**src/design/mcw_pkg.sv**
```systemverilog
// Shared types and constants of the multi-channel watchdog.
`timescale 1ns / 1ps

package mcw_pkg;

   localparam int CHANNELS_DEF    = 16;
   localparam int COUNT_WIDTH_DEF = 16;

   // Width of a channel number carried along the chain, enough for 64 channels.
   localparam int TOKEN_IDX_W = 6;

   localparam logic [2:0] ACT_ALLOC = 3'd0;
   localparam logic [2:0] ACT_SET   = 3'd1;
   localparam logic [2:0] ACT_FEED  = 3'd2;
   localparam logic [2:0] ACT_CLOSE = 3'd3;
   localparam logic [2:0] ACT_TICK  = 3'd4;

   typedef enum logic [2:0] {
      OP_NONE,
      OP_ALLOC,
      OP_SET,
      OP_FEED,
      OP_CLOSE,
      OP_TICK
   } op_type;

   typedef struct packed {
      logic [2:0]  action;
      logic [3:0]  channel;
      logic [15:0] limit;
   } req_type;

   typedef struct packed {
      logic       status;
      logic [3:0] granted_channel;
      logic       kick;
      logic       expired;
      logic [3:0] expired_channel;
   } rsp_type;

   typedef struct packed {
      logic                   valid;
      logic                   done;
      logic [TOKEN_IDX_W-1:0] idx;
   } tok_type;

endpackage

```
**src/design/mcw_stream_if.sv**
```systemverilog
// Valid/ready channel interface carrying one item payload.
`timescale 1ns / 1ps

interface mcw_stream_if #(
   parameter type payload_type = logic
) ();
   logic        valid;
   logic        ready;
   payload_type data;

   modport source (output valid, output data, input ready);
   modport sink (input valid, input data, output ready);
endinterface

```
**src/design/mcw_cell.sv**
```systemverilog
// One watchdog channel cell: in-use bit, elapsed count and limit.
`timescale 1ns / 1ps

module mcw_cell #(
   parameter int INDEX       = 0,
   parameter int COUNT_WIDTH = mcw_pkg::COUNT_WIDTH_DEF
) (
   input  logic                           clock,
   input  logic                           reset,
   input  mcw_pkg::op_type                op,
   input  logic [mcw_pkg::TOKEN_IDX_W-1:0] sel,
   input  logic [COUNT_WIDTH-1:0]         lim_val,
   input  mcw_pkg::tok_type               tok_in,
   output mcw_pkg::tok_type               tok_out
);
   import mcw_pkg::*;

   localparam logic [TOKEN_IDX_W-1:0] INDEX_C = TOKEN_IDX_W'(INDEX);
   localparam logic [COUNT_WIDTH-1:0] CNT_MAX = '1;

   logic                   in_use_ff, in_use_in;
   logic [COUNT_WIDTH-1:0] elapsed_ff, elapsed_in;
   logic [COUNT_WIDTH-1:0] limit_ff, limit_in;
   tok_type                tok_ff, tok_in_next;

   always_comb begin
      in_use_in   = in_use_ff;
      elapsed_in  = elapsed_ff;
      limit_in    = limit_ff;
      tok_in_next = tok_in;
      if (tok_in.valid) begin
         unique case (op)
            OP_ALLOC: begin
               if (!tok_in.done && !in_use_ff) begin
                  in_use_in        = 1'b1;
                  tok_in_next.done = 1'b1;
                  tok_in_next.idx  = INDEX_C;
               end
            end
            OP_SET: begin
               if (sel == INDEX_C) begin
                  limit_in   = lim_val;
                  elapsed_in = '0;
               end
            end
            OP_FEED: begin
               if (sel == INDEX_C) begin
                  elapsed_in = '0;
               end
            end
            OP_CLOSE: begin
               if (sel == INDEX_C) begin
                  in_use_in = 1'b0;
               end
            end
            OP_TICK: begin
               if (!tok_in.done && in_use_ff) begin
                  if (limit_ff != '0 && elapsed_ff >= limit_ff) begin
                     tok_in_next.done = 1'b1;
                     tok_in_next.idx  = INDEX_C;
                  end else if (elapsed_ff != CNT_MAX) begin
                     elapsed_in = elapsed_ff + 1'b1;
                  end
               end
            end
            default: begin
            end
         endcase
      end
   end

   always_ff @(posedge clock) begin
      if (reset) begin
         in_use_ff  <= 1'b0;
         elapsed_ff <= '0;
         limit_ff   <= '0;
         tok_ff     <= '0;
      end else begin
         in_use_ff  <= in_use_in;
         elapsed_ff <= elapsed_in;
         limit_ff   <= limit_in;
         tok_ff     <= tok_in_next;
      end
   end

   assign tok_out = tok_ff;

endmodule

```
**src/design/multi_channel_watchdog.sv**
```systemverilog
// Top level of the multi-channel watchdog: request decode and the row of channel cells.
`timescale 1ns / 1ps

// Every request item is carried from acceptance to its result by a token that walks the
// row of channel cells, one cell per cycle, and each cell acts on the request as the
// token passes. Allocate grants the lowest free channel, a tick advances and checks the
// channels in ascending order up to the first one that has expired, and set, feed and
// close act on the addressed cell. One item is in work at a time; the result sits in an
// output register, so a new item may be accepted before the previous result is taken.
// Expiry is sticky until reset.

module multi_channel_watchdog #(
   parameter int CHANNELS    = mcw_pkg::CHANNELS_DEF,
   parameter int COUNT_WIDTH = mcw_pkg::COUNT_WIDTH_DEF
) (
   input logic         clock,
   input logic         reset,
   mcw_stream_if.sink   req_chan,
   mcw_stream_if.source rsp_chan
);
   import mcw_pkg::*;

   typedef enum logic [2:0] {
      ST_IDLE = 3'b001,
      ST_WALK = 3'b010,
      ST_HOLD = 3'b100
   } state_type;

   localparam logic [COUNT_WIDTH-1:0] CNT_MAX = '1;

   state_type              state_ff, state_in;
   logic                   start_ff, start_in;
   op_type                 op_ff, op_in;
   logic [TOKEN_IDX_W-1:0] sel_ff, sel_in;
   logic [COUNT_WIDTH-1:0] lim_ff, lim_in;
   logic                   status_ff, status_in;
   logic                   expired_ff, expired_in;
   logic [3:0]             expired_idx_ff, expired_idx_in;
   rsp_type                res_ff, res_in;
   logic                   rsp_valid_ff, rsp_valid_in;
   rsp_type                rsp_data_ff, rsp_data_in;

   tok_type                tok_chain [CHANNELS+1];
   tok_type                last_tok;
   req_type                req_data;
   logic [6:0]             chan_ext;
   logic                   ch_ok;
   logic [COUNT_WIDTH-1:0] lim_sat;
   logic                   rsp_free;
   logic                   exp_now;
   rsp_type                result;

   assign req_data = req_chan.data;
   assign last_tok = tok_chain[CHANNELS];

   assign tok_chain[0].valid = start_ff;
   assign tok_chain[0].done  = 1'b0;
   assign tok_chain[0].idx   = '0;

   for (genvar g = 0; g < CHANNELS; g++) begin : g_cell
      mcw_cell #(
         .INDEX       (g),
         .COUNT_WIDTH (COUNT_WIDTH)
      ) u_cell (
         .clock   (clock),
         .reset   (reset),
         .op      (op_ff),
         .sel     (sel_ff),
         .lim_val (lim_ff),
         .tok_in  (tok_chain[g]),
         .tok_out (tok_chain[g+1])
      );
   end

   assign chan_ext = 7'(req_data.channel);
   assign ch_ok    = chan_ext < 7'(CHANNELS);
   assign lim_sat  = (32'(req_data.limit) > 32'(CNT_MAX)) ? CNT_MAX
                                                          : COUNT_WIDTH'(req_data.limit);
   assign rsp_free = !rsp_valid_ff || rsp_chan.ready;
   assign exp_now  = (op_ff == OP_TICK) && last_tok.done;

   always_comb begin
      result.status          = (op_ff == OP_ALLOC) ? !last_tok.done : status_ff;
      result.granted_channel = ((op_ff == OP_ALLOC) && last_tok.done) ? last_tok.idx[3:0]
                                                                       : 4'd0;
      result.kick            = (op_ff == OP_TICK) && !last_tok.done;
      result.expired         = expired_ff || exp_now;
      if (exp_now) begin
         result.expired_channel = last_tok.idx[3:0];
      end else if (expired_ff) begin
         result.expired_channel = expired_idx_ff;
      end else begin
         result.expired_channel = 4'd0;
      end
   end

   always_comb begin
      state_in       = state_ff;
      start_in       = 1'b0;
      op_in          = op_ff;
      sel_in         = sel_ff;
      lim_in         = lim_ff;
      status_in      = status_ff;
      expired_in     = expired_ff;
      expired_idx_in = expired_idx_ff;
      res_in         = res_ff;
      rsp_valid_in   = rsp_valid_ff && !rsp_chan.ready;
      rsp_data_in    = rsp_data_ff;
      unique case (state_ff)
         ST_IDLE: begin
            if (req_chan.valid) begin
               start_in  = 1'b1;
               sel_in    = TOKEN_IDX_W'(chan_ext);
               lim_in    = lim_sat;
               state_in  = ST_WALK;
               op_in     = OP_NONE;
               status_in = 1'b0;
               unique case (req_data.action)
                  ACT_ALLOC: op_in = OP_ALLOC;
                  ACT_SET: begin
                     if (ch_ok && req_data.limit != 16'd0) begin
                        op_in = OP_SET;
                     end else begin
                        status_in = 1'b1;
                     end
                  end
                  ACT_FEED: begin
                     if (ch_ok) begin
                        op_in = OP_FEED;
                     end else begin
                        status_in = 1'b1;
                     end
                  end
                  ACT_CLOSE: begin
                     if (ch_ok) begin
                        op_in = OP_CLOSE;
                     end else begin
                        status_in = 1'b1;
                     end
                  end
                  ACT_TICK: op_in = expired_ff ? OP_NONE : OP_TICK;
                  default: status_in = 1'b1;
               endcase
            end
         end
         ST_WALK: begin
            if (last_tok.valid) begin
               if (exp_now) begin
                  expired_in     = 1'b1;
                  expired_idx_in = last_tok.idx[3:0];
               end
               if (rsp_free) begin
                  rsp_data_in  = result;
                  rsp_valid_in = 1'b1;
                  state_in     = ST_IDLE;
               end else begin
                  res_in   = result;
                  state_in = ST_HOLD;
               end
            end
         end
         ST_HOLD: begin
            if (rsp_free) begin
               rsp_data_in  = res_ff;
               rsp_valid_in = 1'b1;
               state_in     = ST_IDLE;
            end
         end
         default: state_in = ST_IDLE;
      endcase
   end

   always_ff @(posedge clock) begin
      if (reset) begin
         state_ff       <= ST_IDLE;
         start_ff       <= 1'b0;
         expired_ff     <= 1'b0;
         expired_idx_ff <= 4'd0;
         rsp_valid_ff   <= 1'b0;
      end else begin
         state_ff       <= state_in;
         start_ff       <= start_in;
         expired_ff     <= expired_in;
         expired_idx_ff <= expired_idx_in;
         rsp_valid_ff   <= rsp_valid_in;
      end
   end

   always_ff @(posedge clock) begin
      op_ff       <= op_in;
      sel_ff      <= sel_in;
      lim_ff      <= lim_in;
      status_ff   <= status_in;
      res_ff      <= res_in;
      rsp_data_ff <= rsp_data_in;
   end

   assign req_chan.ready = (state_ff == ST_IDLE);
   assign rsp_chan.valid = rsp_valid_ff;
   assign rsp_chan.data  = rsp_data_ff;

endmodule

```
**src/flat_wrapper.sv**
```systemverilog
// flat-port wrapper written by rule: the top's interface ports become plain ports
module multi_channel_watchdog_flat import mcw_pkg::*;
#(
   parameter int CHANNELS    = mcw_pkg::CHANNELS_DEF,
   parameter int COUNT_WIDTH = mcw_pkg::COUNT_WIDTH_DEF
)
  (clock, reset, req_chan_valid, req_chan_data, req_chan_ready, rsp_chan_valid, rsp_chan_data, rsp_chan_ready);
  mcw_stream_if #(.payload_type(req_type)) req_chan_i ();
  mcw_stream_if #(.payload_type(rsp_type)) rsp_chan_i ();
  input logic clock;
  input logic reset;
  input wire logic [$bits(req_chan_i.valid)-1:0] req_chan_valid;
  input wire logic [$bits(req_chan_i.data)-1:0] req_chan_data;
  output wire logic [$bits(req_chan_i.ready)-1:0] req_chan_ready;
  output wire logic [$bits(rsp_chan_i.valid)-1:0] rsp_chan_valid;
  output wire logic [$bits(rsp_chan_i.data)-1:0] rsp_chan_data;
  input wire logic [$bits(rsp_chan_i.ready)-1:0] rsp_chan_ready;
  assign req_chan_i.valid = req_chan_valid;
  assign req_chan_i.data = req_chan_data;
  assign req_chan_ready = req_chan_i.ready;
  assign rsp_chan_valid = rsp_chan_i.valid;
  assign rsp_chan_data = rsp_chan_i.data;
  assign rsp_chan_i.ready = rsp_chan_ready;
  multi_channel_watchdog #(.CHANNELS(CHANNELS), .COUNT_WIDTH(COUNT_WIDTH)) u_core (.clock(clock), .reset(reset), .req_chan(req_chan_i), .rsp_chan(rsp_chan_i));
endmodule
```
**config.mk**
```make
export PLATFORM = sky130hd
export DESIGN_NAME = multi_channel_watchdog_flat
export DESIGN_NICKNAME = d
export VERILOG_FILES = /design/src/design/mcw_pkg.sv /design/src/design/mcw_stream_if.sv /design/src/design/mcw_cell.sv /design/src/design/multi_channel_watchdog.sv /design/src/flat_wrapper.sv
export SDC_FILE = /design/constraint.sdc
export NUM_CORES = 2
export LEC_CHECK = 0
export BUFFER_PORTS_ARGS = -buffer_cell sky130_fd_sc_hd__buf_2
export CORE_MARGIN = 8
export CORE_UTILIZATION = 43
export DETAILED_ROUTE_END_ITERATION = 6
export SLEW_MARGIN = 0
export SYNTH_ARGS = -nofsm -noshare
export SYNTH_HDL_FRONTEND = slang
export SYNTH_SLANG_ARGS = --single-unit
```
**constraint.sdc**
```tcl
create_clock -name clock -period 3.85 [get_ports clock]
set_input_delay 0.5775 -clock clock [delete_from_list [all_inputs] [get_ports clock]]
set_output_delay 0.5775 -clock clock [all_outputs]
set_load 0.005 [all_outputs]
```
==> flow_metrics.tcl <==
set metrics [dict create \
    run_status "finished, final reports clean" \
    synth_enable_flop_cells 46 \
    yosysMostFrequentCell "sky130_fd_sc_hd__nand2_1" \
    via_count_of_the_first_global_routing_pass 26200 \
    cp-start-kind "flip-flop" \
    timing.critical_path.arrival_ps 3780 \
    dp.final_hpwl_mm 62.8 \
    grt.overflow.total 0 \
    syn-mean-instance-area_um2 8.15 \
    drc_errors 0 \
    timing.setup.critical_path_class "flip-flop to flip-flop" \
    clk_root_buffer_cell "sky130_fd_sc_hd__clkbuf_16" \
    drtIter0Drc 2326 \
    p_total_uw 14800 \
    post_cts_setup_buffers 0 \
    postCtsHoldBufs 0 \
    global_route_track_usage_on_met3_pct 3.16 \
    total_wire_length_after_detailed_routing_mm 92.3 \
    ctsResizeCount 0 \
    global_route.usage.total_pct 20.8 \
    timing.max_slew.rel_slack_pct 18.7 \
    cts_inserted_buffers 76 \
    critPathBufInv 1 \
    worst_path_max_delay_cell "sky130_fd_sc_hd__nor3_2" \
    place.gp.congestion 0.844 \
    grt_use_met1_pct 29.4 \
    floorplan.die.height_um 296 \
    setup.worst_path.end_class "flip-flop" \
    htree_levels 3 \
    grt_busiest_layer "met2" \
    yosysTopAreaCell "sky130_fd_sc_hd__dfxtp_1" \
    clock_insertion_delay_worst_skew_ps 610 \
    synth_cells 4128 \
    worst-endpoint-required_ps 4380 \
    worstSetupPathDepth 9 \
    power.static_leakage_uw 0.0136 \
    drtPass1Iterations 5 \
    core_area_mm2 0.0775 \
    routed_antenna_nets 0 \
    die-area_mm2 0.0874 \
    nNetsFinal 4433 \
    synth-seq-cells 665 \
    hold_violations 0 \
    cts_tree "built" \
    hold_depth 1 \
    port-buffer-count 39 \
    timing_worst_slew_pin_value_ps 1210 \
    drive_above_1_share_pct 6.70 \
    setup_viol 0 \
    timing.critical_path.cells "nand2b_1 -> buf_4 -> nor3_2 -> a32o_1 -> nand2_1 -> nor3_2 -> nand2_1 -> or3_1 -> a21oi_1" \
    hp-class "primary input to flip-flop" \
    cts.path.max_buffers 3 \
    crit_fanout 13 \
    synth_top_cells_by_area "sky130_fd_sc_hd__dfxtp_1 (37%), sky130_fd_sc_hd__ha_1 (10%), sky130_fd_sc_hd__nand2_1 (7.9%)" \
    global_route_wire_length_before_repair_mm 147 \
    synth_commonest_cells "sky130_fd_sc_hd__nand2_1 (708), sky130_fd_sc_hd__dfxtp_1 (619), sky130_fd_sc_hd__a21oi_1 (436), sky130_fd_sc_hd__nor2_1 (319), sky130_fd_sc_hd__inv_1 (310)" \
    max_cap_violation_count 0 \
    r2r_cells 9 \
    timing.clock.skew_ps 14.5 \
    die_width_um 296 \
    synth_largest_type_area_fraction_pct 36.8 \
    rsz0062_at_grt "false" \
    synth.cell_area_mm2 0.0336 \
    clk_pin_slew_worst_paths_ps 60 \
    synth_warnings 0 \
    power.ir.vdd_worst_v 0.000289 \
    cts.sink_count 665 \
    max_freq_mhz 307 \
    n_fill_cell 7529 \
    period_share_pct 84.6 \
    routedWlPerCell_um 17.6 \
    insertedDiodeCount 0 \
    slew_violations 0 \
    drt-vias-per-instance 5.42 \
    powerDensity_mw_per_mm2 396 \
    initial_utilization_pct 43.4 \
    design.portCount 40 \
    timing.setup.tns_ps 0 \
    initial_antenna_violation_count 0 \
    slowest_delay_ps 680 \
    timing.critical_path.max_delay_family "simple AND/OR/NAND/NOR gates" \
    timing.final.crit_period_ps 3260 \
    ys_dominant_reg_cell "sky130_fd_sc_hd__dfxtp_1" \
    vias 28300 \
    seq_area_frac_synth_pct 40.9 \
    synth.net_count 4427 \
    global_routing_met2_resource_utilization_pct 32.4 \
    synthToLayoutAreaGrowth_pct 11.4 \
    std_cell_rows 102 \
    synth_async_sr_flop_share_pct 0 \
    ys_types 87 \
    grt_max_degree 149 \
]
-- through the flow --
step | setup WS, ps | instances | hold slack, ps | utilization, % | cell area (um^2)
6_report | 594 | 5232 | 154 | 48.4 | 37500
3_3_place_gp | 760 | 5096 | 415 | 45.1 | 35000
3_5_place_dp | 703 | 5096 | 419 | 45.1 | 35000
2_1_floorplan | 1220 | 4128 | 410 | - | 33600
4_1_cts | 672 | 5232 | 115 | 48.4 | 37500
5_1_grt | 387 | 5232 | 127 | 48.4 | 37500
-- cell families (layout without fill, tap and decap cells) --
group / count (synthesis) / count (layout) / synth area share (%)
simple gates: 1761 / 1761 / 25.0
compound gates: 713 / 713 / 12.2
flops: 665 / 665 / 40.9
buf+inv: 492 / 556 / 5.68
fa+ha+maj: 272 / 272 / 10.1
xor+xnor: 187 / 187 / 4.87
mux: 38 / 38 / 1.19
-- worst register-to-register path: cells and delay by family (launching register included) --
kind | cells | cell delay (ps)
flops | 1 | 560
compound gates | 2 | 350
simple gates | 6 | 2060
buf+inv | 1 | 210
-- layer usage --
layer  vias to the layer above  share of wire (%)
met5                         -                  0
met4                         0                2.7
met3                       143                5.5
met2                       626                 44
met1                     13300                 48
li1                      14200                  -
-- where the power goes --
part	internal [uW]	total, uW	switching (uW)
Clock	4370	7340	2970
Sequential	6980	7040	60.1
Combinational	86.9	455	368
-- final cells by class --
class / instances / area, um^2 / area share [%]
multi-input combinational: 2971 / 18000 / 47.9
sequential: 665 / 13800 / 36.8
clock buffer: 111 / 2240 / 5.97
tap: 1040 / 1300 / 3.47
inverter: 310 / 1160 / 3.11
timing repair buffer: 110 / 751 / 2.00
clock inverter: 25 / 274 / 0.731
-- cells in the final DEF (no fill, tap or decap), types with 19 or more instances in the layout --
cell / netlist / layout
sky130_fd_sc_hd__buf_4: 3 / 70
sky130_fd_sc_hd__nor3_1: 50 / 50
sky130_fd_sc_hd__buf_2: 11 / 38
sky130_fd_sc_hd__edfxtp_1: 46 / 46
sky130_fd_sc_hd__or3_1: 38 / 38
sky130_fd_sc_hd__nand2_1: 708 / 708
sky130_fd_sc_hd__nor2_1: 319 / 318
sky130_fd_sc_hd__nor2b_1: 41 / 41
sky130_fd_sc_hd__dfxtp_1: 619 / 619
sky130_fd_sc_hd__clkbuf_16: 0 / 79
sky130_fd_sc_hd__mux2i_1: 23 / 23
sky130_fd_sc_hd__nand3_1: 145 / 145
sky130_fd_sc_hd__and2_1: 19 / 19
sky130_fd_sc_hd__a21o_1: 19 / 19
sky130_fd_sc_hd__inv_1: 310 / 309
sky130_fd_sc_hd__o21ai_0: 106 / 103
sky130_fd_sc_hd__xor2_1: 130 / 130
sky130_fd_sc_hd__nand4_1: 127 / 127
sky130_fd_sc_hd__xnor2_1: 57 / 57
sky130_fd_sc_hd__nor4_1: 90 / 90
sky130_fd_sc_hd__and3_1: 81 / 81
sky130_fd_sc_hd__a21oi_1: 436 / 436
sky130_fd_sc_hd__nand2b_1: 28 / 28
sky130_fd_sc_hd__and4_1: 35 / 35
sky130_fd_sc_hd__ha_1: 272 / 272
-- flip-flops by register name, summed over array words and instances (netlist names) --
signal and cells:
u_core.expired_ff 1, u_core.expired_idx_ff 4, u_core.g_cell.u_cell.elapsed_ff 256, u_core.g_cell.u_cell.in_use_ff 16
u_core.g_cell.u_cell.limit_ff 256, u_core.g_cell.u_cell.tok_out 81, u_core.lim_ff 16, u_core.op_ff 3
u_core.res_ff 11, u_core.rsp_chan.data 11, u_core.rsp_chan.valid 1, u_core.sel_ff 4
u_core.start_ff 1, u_core.state_ff 3, u_core.status_ff 1
-- final timing paths --
path | startpoint | to | slack, ps
worst max register to register | u_core.op_ff[2] | u_core.g_cell[1].u_cell.elapsed_ff[15] | 590
worst max-delay path | u_core.op_ff[2] | u_core.g_cell[1].u_cell.elapsed_ff[15] | 590
worst min register to register | u_core.g_cell[6].u_cell.tok_out[1] | u_core.g_cell[7].u_cell.tok_out[1] | 430
worst min-delay path | req_chan_data[17] | u_core.sel_ff[1] | 150
Note: power is estimated with default switching activity, not from simulation.
